--- config.mk ---
export PLATFORM = sky130hd
export DESIGN_NAME = display_reply_frame_decoder_unit
export DESIGN_NICKNAME = d
export VERILOG_FILES = /design/src/sv/drfd_pkg.sv /design/src/sv/drfd_frame_buf.sv /design/src/sv/drfd_obj_table.sv /design/src/sv/display_reply_frame_decoder_unit.sv
export VERILOG_INCLUDE_DIRS = /design/src /design/src/sv
export SDC_FILE = /design/constraint.sdc
export NUM_CORES = 2
export LEC_CHECK = 0
export BUFFER_PORTS_ARGS = -buffer_cell sky130_fd_sc_hd__buf_2
export CORE_MARGIN = 3
export CORE_UTILIZATION = 67
export DETAILED_ROUTE_END_ITERATION = 16
export GPL_ROUTABILITY_DRIVEN = 0
export PLACE_DENSITY = 0.84
export SETUP_SLACK_MARGIN = 0.1
export SYNTH_ARGS = -nofsm -noshare
export SYNTH_HDL_FRONTEND = slang
export SYNTH_SLANG_ARGS = --single-unit
--- constraint.sdc ---
create_clock -name clk -period 5 [get_ports clk]
set_input_delay 0.5 -clock clk [delete_from_list [all_inputs] [get_ports clk]]
set_output_delay 0.5 -clock clk [all_outputs]
set_load 0.01 [all_outputs]
--- src/sv/display_reply_frame_decoder_unit_assert.svh ---
// Assertion macros shared by the reply frame decoder RTL.
// Expects signals named clk and arst_n in the module that expands them.
`ifndef DISPLAY_REPLY_FRAME_DECODER_UNIT_ASSERT_SVH
`define DISPLAY_REPLY_FRAME_DECODER_UNIT_ASSERT_SVH
`ifndef SYNTHESIS
`define DRFD_ASSERT(lbl, prop) \
	lbl: assert property (@(posedge clk) disable iff (!arst_n) prop) \
		else $error("%m: assertion failed");
`define DRFD_ASSERT_IMP(lbl, ante, cons) \
	lbl: assert property (@(posedge clk) disable iff (!arst_n) (ante) |-> (cons)) \
		else $error("%m: assertion failed");
`else
`define DRFD_ASSERT(lbl, prop)
`define DRFD_ASSERT_IMP(lbl, ante, cons)
`endif
`endif

--- src/sv/drfd_pkg.sv ---
// Types and constants of the reply frame decoder.
// No dependencies; used by every module of the block.
package drfd_pkg;

	localparam logic [7:0] TERM_BYTE   = 8'hFF;
	localparam logic [7:0] HEAD_TOUCH  = 8'h65;
	localparam logic [7:0] HEAD_PAGE   = 8'h66;
	localparam logic [7:0] HEAD_STRING = 8'h70;
	localparam logic [7:0] HEAD_NUMBER = 8'h71;
	localparam logic [7:0] HEAD_DONE   = 8'h01;

	localparam logic [7:0] EV_PUSH    = 8'h01;
	localparam logic [7:0] EV_RELEASE = 8'h00;

	localparam logic [1:0] ACT_NONE = 2'd0;
	localparam logic [1:0] ACT_PUSH = 2'd1;
	localparam logic [1:0] ACT_POP  = 2'd2;

	// Text characters emitted for one string frame at most.
	localparam logic [4:0] MAX_TEXT = 5'd31;

	// Header bytes kept in flops: head plus four payload bytes.
	localparam int HDR_BYTES = 5;

	typedef enum logic [2:0] {
		KIND_REG   = 3'd0,
		KIND_TOUCH = 3'd1,
		KIND_PAGE  = 3'd2,
		KIND_TEXT  = 3'd3,
		KIND_NUM   = 3'd4,
		KIND_DONE  = 3'd5
	} kind_t;

	typedef struct packed {
		logic [7:0] page;
		logic [7:0] component;
		logic       push;
		logic       pop;
	} entry_t;

	typedef struct packed {
		logic [7:0] head;
		logic [7:0] b1;
		logic [7:0] b2;
		logic [7:0] b3;
		logic [7:0] b4;
	} hdr_t;

	typedef struct packed {
		kind_t       kind;
		logic        accepted;
		logic        found;
		logic [1:0]  touch_action;
		logic [5:0]  object_index;
		logic [7:0]  page;
		logic [7:0]  component;
		logic [7:0]  event_code;
		logic [31:0] number;
		logic [7:0]  text_char;
		logic        last;
	} result_t;

endpackage

--- src/sv/drfd_frame_buf.sv ---
// Frame collector: terminator tracking, header flops and the frame byte memory.
// Depends on drfd_pkg and the assertion macro header.
`include "display_reply_frame_decoder_unit_assert.svh"

module drfd_frame_buf #(
	parameter int FRAME_BYTES = 32,
	localparam int BW = $clog2(FRAME_BYTES),
	localparam int FW = $clog2(FRAME_BYTES + 1)
) (
	input  logic           clk,
	input  logic           arst_n,
	input  logic           byte_we,
	input  logic [7:0]     rx_byte,
	input  logic           frame_clear,
	input  logic [BW-1:0]  rd_addr,
	output logic           frame_done,
	output drfd_pkg::hdr_t hdr,
	output logic [7:0]     rd_char
);

	localparam int HDR_LEN = drfd_pkg::HDR_BYTES;

	logic [1:0]    run_q;
	logic [FW-1:0] fill_q;
	logic [7:0]    hdr_q [HDR_LEN];
	logic [7:0]    mem [FRAME_BYTES];
	logic [7:0]    rd_data_q;
	logic          rd_ok_q;
	logic          is_term;
	logic          store;

	assign is_term    = rx_byte == drfd_pkg::TERM_BYTE;
	assign frame_done = byte_we && is_term && run_q == 2'd2;
	assign store      = byte_we && !is_term && run_q == 2'd0 && fill_q < FW'(FRAME_BYTES);

	always_ff @(posedge clk or negedge arst_n) begin
		if (!arst_n) begin
			run_q  <= '0;
			fill_q <= '0;
			for (int i = 0; i < HDR_LEN; i++) begin
				hdr_q[i] <= '0;
			end
		end else if (frame_clear) begin
			fill_q <= '0;
			for (int i = 0; i < HDR_LEN; i++) begin
				hdr_q[i] <= '0;
			end
		end else if (byte_we) begin
			if (is_term) begin
				run_q <= (run_q == 2'd2) ? 2'd0 : run_q + 2'd1;
			end else if (run_q != 2'd0) begin
				// A broken terminator run drops the byte.
				run_q <= 2'd0;
			end else if (store) begin
				fill_q <= fill_q + FW'(1);
				if (fill_q < FW'(HDR_LEN)) begin
					hdr_q[fill_q[2:0]] <= rx_byte;
				end
			end
		end
	end

	// Entries at or beyond the fill count read as zero, so the memory is never swept.
	always_ff @(posedge clk) begin
		if (store) begin
			mem[fill_q[BW-1:0]] <= rx_byte;
		end
		rd_data_q <= mem[rd_addr];
		rd_ok_q   <= FW'(rd_addr) < fill_q;
	end

	assign rd_char = rd_ok_q ? rd_data_q : 8'h00;
	assign hdr     = '{head: hdr_q[0], b1: hdr_q[1], b2: hdr_q[2], b3: hdr_q[3], b4: hdr_q[4]};

	`DRFD_ASSERT(a_fill_bound, fill_q <= FW'(FRAME_BYTES))

endmodule

--- src/sv/drfd_obj_table.sv ---
// Object table memory with its registration counter and a registered read port.
// Depends on drfd_pkg and the assertion macro header.
`include "display_reply_frame_decoder_unit_assert.svh"

module drfd_obj_table #(
	parameter int TABLE_DEPTH = 64,
	localparam int IW = (TABLE_DEPTH > 1) ? $clog2(TABLE_DEPTH) : 1,
	localparam int CW = $clog2(TABLE_DEPTH + 1)
) (
	input  logic             clk,
	input  logic             arst_n,
	input  logic             reg_we,
	input  drfd_pkg::entry_t entry_in,
	input  logic [IW-1:0]    rd_addr,
	output drfd_pkg::entry_t entry_rd,
	output logic [CW-1:0]    count,
	output logic             reg_ok
);

	drfd_pkg::entry_t mem [TABLE_DEPTH];
	drfd_pkg::entry_t rd_q;
	logic [CW-1:0]    count_q;

	assign reg_ok = count_q < CW'(TABLE_DEPTH);

	always_ff @(posedge clk or negedge arst_n) begin
		if (!arst_n) begin
			count_q <= '0;
		end else if (reg_we && reg_ok) begin
			count_q <= count_q + CW'(1);
		end
	end

	always_ff @(posedge clk) begin
		if (reg_we && reg_ok) begin
			mem[count_q[IW-1:0]] <= entry_in;
		end
		rd_q <= mem[rd_addr];
	end

	assign entry_rd = rd_q;
	assign count    = count_q;

	`DRFD_ASSERT(a_count_bound, count_q <= CW'(TABLE_DEPTH))
	`DRFD_ASSERT(a_full_holds, (reg_we && !reg_ok) |=> $stable(count_q))

endmodule

--- src/sv/display_reply_frame_decoder_unit.sv ---
// Reply frame decoder: a plain byte is taken in the idle state; a registration goes on
// to EMIT, its answer registered in the pending result and then the output register.
// A frame end goes through FINISH, then compares table entries (touch) or reads characters
// (string). The single table compare and read port bound the rate; output stall holds it.
// Asynchronous reset clears control state; no clearing pass, memories stay as they were.
// Depends on drfd_pkg, drfd_frame_buf, drfd_obj_table and the assertion macro header.
`include "display_reply_frame_decoder_unit_assert.svh"

module display_reply_frame_decoder_unit #(
	parameter int TABLE_DEPTH = 64,
	parameter int FRAME_BYTES = 32
) (
	input  logic        clk,
	input  logic        arst_n,
	input  logic        in_valid,
	output logic        in_stall,
	input  logic        command,
	input  logic [7:0]  rx_byte,
	input  logic [7:0]  obj_page,
	input  logic [7:0]  obj_component,
	input  logic        obj_has_push,
	input  logic        obj_has_pop,
	output logic        out_valid,
	input  logic        out_stall,
	output logic [2:0]  kind,
	output logic        accepted,
	output logic        found,
	output logic [1:0]  touch_action,
	output logic [5:0]  object_index,
	output logic [7:0]  page,
	output logic [7:0]  component,
	output logic [7:0]  event_code,
	output logic [31:0] number,
	output logic [7:0]  text_char,
	output logic        last
);

	localparam int IW = (TABLE_DEPTH > 1) ? $clog2(TABLE_DEPTH) : 1;
	localparam int CW = $clog2(TABLE_DEPTH + 1);
	localparam int BW = $clog2(FRAME_BYTES);

	// The sequencer: IDLE takes transactions, FINISH decodes the head byte,
	// WALK compares one table entry a cycle, TEXT reads one character a cycle unless
	// a held one cannot leave, EMIT waits for the output register to take the pending result.
	typedef enum logic [2:0] {
		ST_IDLE,
		ST_FINISH,
		ST_WALK,
		ST_TEXT,
		ST_EMIT
	} state_t;

	state_t            state_q;
	drfd_pkg::result_t res_q;
	drfd_pkg::result_t res_d;
	drfd_pkg::result_t out_q;
	logic              out_valid_q;
	logic [IW-1:0]     idx_q;
	logic [BW-1:0]     str_idx_q;
	logic [4:0]        nchar_q;
	logic              held_q;

	logic              in_acc;
	logic              reg_we;
	logic              byte_we;
	logic              out_free;
	logic              out_load;
	logic              frame_clear;
	logic              frame_done;
	logic              text_go;
	logic              text_end;
	logic              walk_end;
	logic              match;
	logic [IW-1:0]     tbl_raddr;
	logic [BW-1:0]     buf_raddr;
	logic [7:0]        cur_char;
	logic [CW-1:0]     obj_count;
	logic              reg_ok;
	drfd_pkg::hdr_t    hdr;
	drfd_pkg::entry_t  entry_in;
	drfd_pkg::entry_t  entry_rd;

	// Transactions are taken only in the idle state; the output register lets
	// a new one in while an earlier result still waits downstream.
	assign in_stall = state_q != ST_IDLE;
	assign in_acc   = in_valid && !in_stall;
	assign reg_we   = in_acc && command;
	assign byte_we  = in_acc && !command;
	assign out_free = !out_valid_q || !out_stall;

	assign entry_in = '{page: obj_page, component: obj_component,
		push: obj_has_push, pop: obj_has_pop};

	drfd_frame_buf #(
		.FRAME_BYTES(FRAME_BYTES)
	) u_frame (
		.clk        (clk),
		.arst_n     (arst_n),
		.byte_we    (byte_we),
		.rx_byte    (rx_byte),
		.frame_clear(frame_clear),
		.rd_addr    (buf_raddr),
		.frame_done (frame_done),
		.hdr        (hdr),
		.rd_char    (cur_char)
	);

	drfd_obj_table #(
		.TABLE_DEPTH(TABLE_DEPTH)
	) u_table (
		.clk     (clk),
		.arst_n  (arst_n),
		.reg_we  (reg_we),
		.entry_in(entry_in),
		.rd_addr (tbl_raddr),
		.entry_rd(entry_rd),
		.count   (obj_count),
		.reg_ok  (reg_ok)
	);

	// The shared compare unit: one table entry against the touch key.
	assign match    = entry_rd.page == res_q.page && entry_rd.component == res_q.component;
	assign walk_end = CW'(idx_q) + CW'(1) == obj_count;

	// A string ends at the character limit or at the last buffer slot.
	assign text_end = (nchar_q + 5'd1 == drfd_pkg::MAX_TEXT) ||
		(str_idx_q == BW'(FRAME_BYTES - 1));

	always_comb begin
		out_load    = 1'b0;
		frame_clear = 1'b0;
		text_go     = 1'b0;
		tbl_raddr   = '0;
		buf_raddr   = BW'(1);
		case (state_q)
			ST_FINISH: begin
				if (!(hdr.head inside {drfd_pkg::HEAD_TOUCH, drfd_pkg::HEAD_PAGE,
						drfd_pkg::HEAD_STRING, drfd_pkg::HEAD_NUMBER,
						drfd_pkg::HEAD_DONE})) begin
					frame_clear = 1'b1;
				end
			end
			ST_WALK: begin
				tbl_raddr = idx_q + IW'(1);
			end
			ST_TEXT: begin
				// Keep the read address while a held character cannot leave.
				buf_raddr = str_idx_q;
				if (cur_char != 8'h00 && !(held_q && !out_free)) begin
					text_go  = 1'b1;
					out_load = held_q;
					if (!text_end) begin
						buf_raddr = str_idx_q + BW'(1);
					end
				end
			end
			ST_EMIT: begin
				out_load    = out_free;
				frame_clear = out_free && res_q.kind != drfd_pkg::KIND_REG;
			end
			default: begin
			end
		endcase
	end

	// Next value of the pending result, built up field by field.
	always_comb begin
		res_d = res_q;
		case (state_q)
			ST_IDLE: begin
				if (reg_we) begin
					res_d              = '0;
					res_d.kind         = drfd_pkg::KIND_REG;
					res_d.accepted     = reg_ok;
					res_d.object_index = reg_ok ? 6'(obj_count) : 6'd0;
					res_d.last         = 1'b1;
				end
			end
			ST_FINISH: begin
				res_d      = '0;
				res_d.last = 1'b1;
				case (hdr.head)
					drfd_pkg::HEAD_TOUCH: begin
						res_d.kind       = drfd_pkg::KIND_TOUCH;
						res_d.page       = hdr.b1;
						res_d.component  = hdr.b2;
						res_d.event_code = hdr.b3;
					end
					drfd_pkg::HEAD_PAGE: begin
						res_d.kind = drfd_pkg::KIND_PAGE;
						res_d.page = hdr.b1;
					end
					drfd_pkg::HEAD_STRING: begin
						res_d.kind = drfd_pkg::KIND_TEXT;
						res_d.last = 1'b0;
					end
					drfd_pkg::HEAD_NUMBER: begin
						res_d.kind   = drfd_pkg::KIND_NUM;
						res_d.number = {hdr.b4, hdr.b3, hdr.b2, hdr.b1};
					end
					drfd_pkg::HEAD_DONE: begin
						res_d.kind = drfd_pkg::KIND_DONE;
					end
					default: begin
					end
				endcase
			end
			ST_WALK: begin
				if (match) begin
					res_d.found        = 1'b1;
					res_d.object_index = 6'(idx_q);
					if (res_q.event_code == drfd_pkg::EV_PUSH && entry_rd.push) begin
						res_d.touch_action = drfd_pkg::ACT_PUSH;
					end else if (res_q.event_code == drfd_pkg::EV_RELEASE &&
							entry_rd.pop) begin
						res_d.touch_action = drfd_pkg::ACT_POP;
					end
				end
			end
			ST_TEXT: begin
				// One character is held back so that the last one can be marked.
				if (cur_char == 8'h00) begin
					res_d.last = 1'b1;
				end else if (text_go) begin
					res_d.text_char = cur_char;
					res_d.last      = text_end;
				end
			end
			default: begin
			end
		endcase
	end

	always_ff @(posedge clk or negedge arst_n) begin
		if (!arst_n) begin
			state_q     <= ST_IDLE;
			res_q       <= '0;
			out_q       <= '0;
			out_valid_q <= 1'b0;
			idx_q       <= '0;
			str_idx_q   <= '0;
			nchar_q     <= '0;
			held_q      <= 1'b0;
		end else begin
			res_q <= res_d;

			if (out_load) begin
				out_valid_q <= 1'b1;
				out_q       <= res_q;
			end else if (!out_stall) begin
				out_valid_q <= 1'b0;
			end

			case (state_q)
				ST_IDLE: begin
					if (reg_we) begin
						state_q <= ST_EMIT;
					end else if (frame_done) begin
						state_q <= ST_FINISH;
					end
				end
				ST_FINISH: begin
					idx_q     <= '0;
					str_idx_q <= BW'(1);
					nchar_q   <= '0;
					held_q    <= 1'b0;
					case (hdr.head)
						drfd_pkg::HEAD_TOUCH: begin
							state_q <= (obj_count == '0) ? ST_EMIT : ST_WALK;
						end
						drfd_pkg::HEAD_PAGE, drfd_pkg::HEAD_NUMBER,
						drfd_pkg::HEAD_DONE: begin
							state_q <= ST_EMIT;
						end
						drfd_pkg::HEAD_STRING: begin
							state_q <= ST_TEXT;
						end
						default: begin
							state_q <= ST_IDLE;
						end
					endcase
				end
				ST_WALK: begin
					if (match || walk_end) begin
						state_q <= ST_EMIT;
					end else begin
						idx_q <= idx_q + IW'(1);
					end
				end
				ST_TEXT: begin
					if (cur_char == 8'h00) begin
						state_q <= ST_EMIT;
					end else if (text_go) begin
						held_q  <= 1'b1;
						nchar_q <= nchar_q + 5'd1;
						if (text_end) begin
							state_q <= ST_EMIT;
						end else begin
							str_idx_q <= str_idx_q + BW'(1);
						end
					end
				end
				ST_EMIT: begin
					if (out_free) begin
						state_q <= ST_IDLE;
					end
				end
				default: begin
					state_q <= ST_IDLE;
				end
			endcase
		end
	end

	assign out_valid    = out_valid_q;
	assign kind         = out_q.kind;
	assign accepted     = out_q.accepted;
	assign found        = out_q.found;
	assign touch_action = out_q.touch_action;
	assign object_index = out_q.object_index;
	assign page         = out_q.page;
	assign component    = out_q.component;
	assign event_code   = out_q.event_code;
	assign number       = out_q.number;
	assign text_char    = out_q.text_char;
	assign last         = out_q.last;

	`DRFD_ASSERT(a_reg_to_emit, reg_we |=> state_q == ST_EMIT)
	`DRFD_ASSERT_IMP(a_walk_in_range, state_q == ST_WALK, CW'(idx_q) < obj_count)
	`DRFD_ASSERT_IMP(a_text_limit, state_q == ST_TEXT, nchar_q < drfd_pkg::MAX_TEXT)
	`DRFD_ASSERT_IMP(a_no_overwrite, out_load, out_free)

endmodule

Word-level counts from Yosys, hierarchy flattened. Memory sizes are Yosys's and may differ from the RTL's. A register that Yosys moved wholly into a read port is not among the register bits. Index checks and enable logic that the tools add are counted.

Bits in registers: 233. Memory bits (writable): 1408. Bits of input ports: 31. Output and inout bits: 80. Logic and storage cells: 215. Memories kept: 2.

Memories: u_table.mem (words 64, width 18, read ports 1, clocked after Yosys merged registers in 1, wr ports 1, RTL line drfd_obj_table.sv:20) `drfd_pkg::entry_t mem [TABLE_DEPTH];`; u_frame.mem (words 32, width 8, read ports 1, clocked after Yosys merged registers in 1, wr ports 1, RTL line drfd_frame_buf.sv:26) `logic [7:0] mem [FRAME_BYTES];`.

Add/sub/neg operators: 7. Magnitude comparators: 6. Eq/ne operators: 31. Muxes and demuxes: 72. Bitwise gates (word level): 2. Reduce and logical (&&, ||, !) cells: 58.

Operators by type and width (number): $mux W40 (6); $pmux W56 S2 (1); $mux W78 (1); $pmux W9 S3 (2); $mux W6 (8); $bwmux W40 (1); $mux W5 (7); $eq A8 B7 Y1 const B (4); $mux W32 (1); $mux W8 (4); $pmux W3 S5 (2); $demux W8 S3 (1); $mux W3 (8); $pmux W5 S2 (2); $mux W9 (2); $eq A8 B1 Y1 const B (2); $eq A8 B8 Y1 (2); $logic_and A1 B1 Y1 (16); $logic_not A8 Y1 (2); $mux W16 (1); $ne A2 B2 Y1 const B (8); $reduce_bool A2 Y1 (8); $mux W1 (14); $add A6 B1 Y6 const B (2); other kinds (41) (71).

Depth between registers and ports, before layout.
Word-level depth: 12. Depth in mapped cells: 14.

Modules after synthesis. Synthesis repeated with hierarchy kept, for this count alone.

Cell total of the unflattened synthesis: 3389. Area total of the unflattened synthesis: 65232.6 µm².

By module, submodules not included: drfd_obj_table (instances 1, cells an instance 1996, area each 44833.0 µm², sequential area each 35128.7 µm²); drfd_frame_buf (instances 1, cells an instance 730, area each 12492.0 µm², sequential area each 9068.7 µm²); display_reply_frame_decoder_unit (instances 1, cells an instance 663, area each 7907.6 µm², sequential area each 4429.2 µm²).

Least setup slack after synthesis. Ideal clock, no wire load.

Path type: register -> register. From: register state_q[2]. To: memory u_table.mem[63][0] (netlist name) (enable). Library setup time: 393 ps. Arrival time: 2726 ps. Data required time: 4607 ps. Slack: 1882 ps. Stages on the path, launching flop included: 8. Buffers on the path: 2. Period minus slack after synthesis: 3118 ps. Cell sequence: dfrtp_1 > clkbuf_1 > nor3_1 > nand3_1 > nor2_1 > nand4_1 > clkbuf_1 > nor2_1.

Longest elaborated chain between the ends: 7.

RTL lines: start: declaration (RTL line display_reply_frame_decoder_unit.sv:53) `state_t state_q;`; start signal: assignment (RTL line display_reply_frame_decoder_unit.sv:269) `state_q <= (obj_count == '0) ? ST_EMIT : ST_WALK;`; $reduce_bool A3 Y1 (RTL line display_reply_frame_decoder_unit.sv:85) `assign in_stall = state_q != ST_IDLE;`; $logic_not A1 Y1 (RTL line display_reply_frame_decoder_unit.sv:86) `assign in_acc = in_valid && !in_stall;`; $logic_and A1 B1 Y1 (RTL line display_reply_frame_decoder_unit.sv:86); $logic_and A1 B1 Y1 (RTL line display_reply_frame_decoder_unit.sv:87) `assign reg_we = in_acc && command;`; $logic_and A1 B1 Y1 (RTL line drfd_obj_table.sv:35) `if (reg_we && reg_ok) begin`; $mux W1 (RTL line drfd_obj_table.sv:35); $mux W1 (implied by the code) (RTL line drfd_obj_table.sv:36) `mem[count_q[IW-1:0]] <= entry_in;`; end: declaration (RTL line drfd_obj_table.sv:20).

Every way passes these cells.

Worst setup path in the final report.
From: register state_q[1]. To: register u_table.entry_rd[1] (netlist name).

Longest elaborated chain between the ends: 2.

RTL lines: $eq A3 B2 Y1 (RTL line display_reply_frame_decoder_unit.sv:135) `case (state_q)`; $mux W6 (RTL line display_reply_frame_decoder_unit.sv:135).

Every way passes these cells. A chain may end at the register's enable or synchronous reset.

==> results.cfg <==
[run_status]
status = finished clean

[logic_synthesis]
syn_nets = 4645
syn_area_mm2 = 0.0663
synth-async-reset-ratio_pct = 13.9
synth_edf_count = 1408
yosys.area_share.simple_pct = 8.41
synth_flop_cell = edfxtp_1
synthAdderAreaFrac_pct = 0.302
avgSynthCellArea_um2 = 14.4
seq_area_frac_synth_pct = 73.3
synthCells = 4598
synth_cell_type_count = 85
yosysWarnings = 0
synth_top_family_by_area = compound AO/OA/AOI/OAI gates
synth_xor_area_share_pct = 0.540
synthMuxAreaShare_pct = 5.48
ys_seq_elements = 1667
synth_compound_area_share_pct = 9.83

[placed_design]
placed_area_mm2 = 0.0687
dpl.hpwl_um = 99800
pre_cts_ws_ns = 0.855
numPortBuffers = 110

[sta]
timing.slew.headroom_pct = 12.1
max_freq_mhz = 228
skew_ns = 0.0268
fin_tns_setup_ns = 0
period_minus_slack_ns = 4.38
setup_viol = 0
worst_slew_pin_slew_ns = 1.32
finalHoldViolations = 0
setup_ws_ns = 0.616
min_period_over_period_pct = 87.7
drv_slew = 0
rsz0062_at_grt = no

[die]
rows = 114
initial_core_util_pct = 68.1
die_w_um = 321
core_area_mm2 = 0.0974
die_area_mm2 = 0.103
die_y_um = 321
io_pins = 111

[min_path]
holdPathStages = 1
hp-start = rx_byte[3]
min_to = u_frame.mem[0][3]$_DFFE_PP_
hp-class = primary input to register

[grt]
antenna_found_initial = 2
grt_overflow = 0
grt_pass1_vias = 42080
grt_pass1_wl_um = 261000
grt_max_degree = 160
gr-usage-all-layers_pct = 34.0

[clock_tree]
cts_buffers = 159
cts_buffer_depth = 3
root_buffer = clkbuf_16
clk_pin_slew_worst_paths_ns = 0.06
post_cts_resized = 0
clk_latency_ns = 0.76
cts_max_level = 4
cts_tree = built
clkSinkCount = 1667

[routing]
met3_length_um = 23400
wl_um = 176000
viasPerCell = 7.03
drc = 0
drt-met1-wl_um = 61300
antenna_left = 0
wl_per_cell_um = 28.7
highest_layer = met4
drtIter0Drc = 6700
drt_pass1_iterations = 10
met2_length_um = 82300
vias = 43105

[finish]
stdcell_area_mm2 = 0.0739
fill_cells = 5297
fin_nets = 4772
final_common_cell = edfxtp_1
synthToLayoutAreaGrowth_pct = 11.4
regArea_mm2 = 0.0486
layout-drive-gt1-share_pct = 14.4
multi_input_area_mm2 = 0.0165
layout_common_cells = edfxtp_1 (1408), nand2_1 (716), dfrtp_1 (231)
postLayoutCoreUtil_pct = 75.8

[power]
p_per_area_mw_per_mm2 = 396
p_leak_nw = 25.3
irDropWorstVdd_uv = 356

[critical_path]
cp_common_cell = a21oi_1
r2r_cells = 9
critical_path_required_ns = 5.61
ff2ff_setup_slack_ns = 0.62
worst_setup_path_end_kind = register
slowest_delay_ns = 0.74
crit_path_cell_trace = or3b_1, nor2_4, buf_12, mux2i_1, o21ai_0, a21oi_1, a21oi_1, a211oi_1, a21oi_1
r2r-end = u_table.entry_rd[1]$_DFF_P_
critPathMaxFanout = 159
cp_num_buf_inv = 1
slowest_stage = or3b_1
start_kind = register
cp.arrival_ns = 4.99
rr_startpoint = state_q[1]$_DFFE_PN0P_
path_delay_family = compound AO/OA/AOI/OAI gates
criticalPathCategory = register to register

[flow_run]
maxCapViolations = 0
## synth_stat cells, types with 48 or more instances
| cell type | instances | area share (%) |
|---|---|---|
| a211oi_1 | 83 | 0.94 |
| a21oi_1 | 181 | 1.4 |
| a22o_1 | 73 | 0.96 |
| a311oi_1 | 84 | 1.1 |
| a31oi_1 | 63 | 0.59 |
| buf_2 | 76 | 0.57 |
| clkbuf_1 | 183 | 1.0 |
| dfrtp_1 | 232 | 8.8 |
| edfxtp_1 | 1408 | 64 |
| mux2_2 | 121 | 2.1 |
| mux2i_1 | 181 | 2.7 |
| nand2_1 | 718 | 4.1 |
| nand3_1 | 215 | 1.6 |
| nor2_1 | 174 | 0.98 |
| nor2b_1 | 48 | 0.45 |
| o21ai_0 | 180 | 1.4 |
| o221ai_1 | 125 | 1.7 |
## flip-flops by register name, indices dropped and copies added, names as in the netlist, 18 cells and up
register	cells
u_frame.mem	256
u_frame.hdr	40
u_table.mem	1152
number	32
u_table.entry_rd	18
res_q	78
## worst register-to-register path: cells and delay by family (launching register included)
kind	cells	cell delay, ns
simple gates	2	1.35
compound gates	5	1.39
flops	1	0.51
buf+inv	1	0.62
mux	1	0.36
## stage by stage
stage | instances | hold WS, ns | power, mW
2_1_floorplan | 4598 | 0.204 | 16.9
3_3_place_gp | 5838 | 0.451 | 17.6
3_5_place_dp | 5838 | 0.471 | 17.7
4_1_cts | 6132 | 0.0684 | 29.3
5_1_grt | 6132 | 0.0803 | 30.0
6_report | 6134 | 0.0982 | 29.3
## metal layers
layer | vias to the layer above | track usage, %
met5 | - | 0
li1 | 17896 | -
met2 | 3543 | 52.9
met3 | 637 | 9.26
met1 | 21029 | 45.4
met4 | 0 | 16.0
## logic make-up (layout without fill, tap and decap cells)
| group | Yosys count | after routing |
|---|---|---|
| XOR/XNOR | 40 | 40 |
| AND/OR/NAND/NOR | 1281 | 1281 |
| AO/OA/AOI/OAI | 947 | 947 |
| multiplexers | 323 | 323 |
| other | 0 | 2 |
| adder cells (fa/ha/maj) | 16 | 16 |
| flip-flops | 1667 | 1667 |
| buffers and inverters | 324 | 582 |
## timing repair
action	4_1_cts	5_1_grt
hold buffers	2	0
buffers inserted	0	0
endpoints found under the hold margin	138	0
## layout make-up
cell class / count / share of cell area (%)
clock buffers: 217 / 5.96
multi-input cells: 2607 / 22.4
diodes: 2 / 0.00678
flip-flops and latches: 1667 / 65.8
well taps: 1276 / 2.16
clock inverters: 75 / 0.935
repair buffers: 271 / 2.62
inverters: 19 / 0.0999
## worst max-delay path by stage
stage	cells after the start	start	slack, ns	to
2_1_floorplan	7	state_q[2]$_DFFE_PN0P_	1.88	u_table.mem[63][0]$_DFFE_PP_
3_3_place_gp	9	state_q[1]$_DFFE_PN0P_	0.99	u_table.entry_rd[1]$_DFF_P_
3_5_place_dp	9	state_q[1]$_DFFE_PN0P_	0.86	u_table.entry_rd[1]$_DFF_P_
4_1_cts	9	state_q[1]$_DFFE_PN0P_	0.75	u_table.entry_rd[1]$_DFF_P_
5_1_grt	9	state_q[1]$_DFFE_PN0P_	0.60	u_table.entry_rd[1]$_DFF_P_
6_report	9	state_q[1]$_DFFE_PN0P_	0.62	u_table.entry_rd[1]$_DFF_P_
## power by group
part | leakage [nW] | internal, mW | switching [mW]
logic | 6.74 | 0.494 | 1.22
clock network | 2.49 | 6.79 | 5.03
registers | 16.1 | 15.4 | 0.326
No activity file was read; power rests on OpenSTA's default activity.
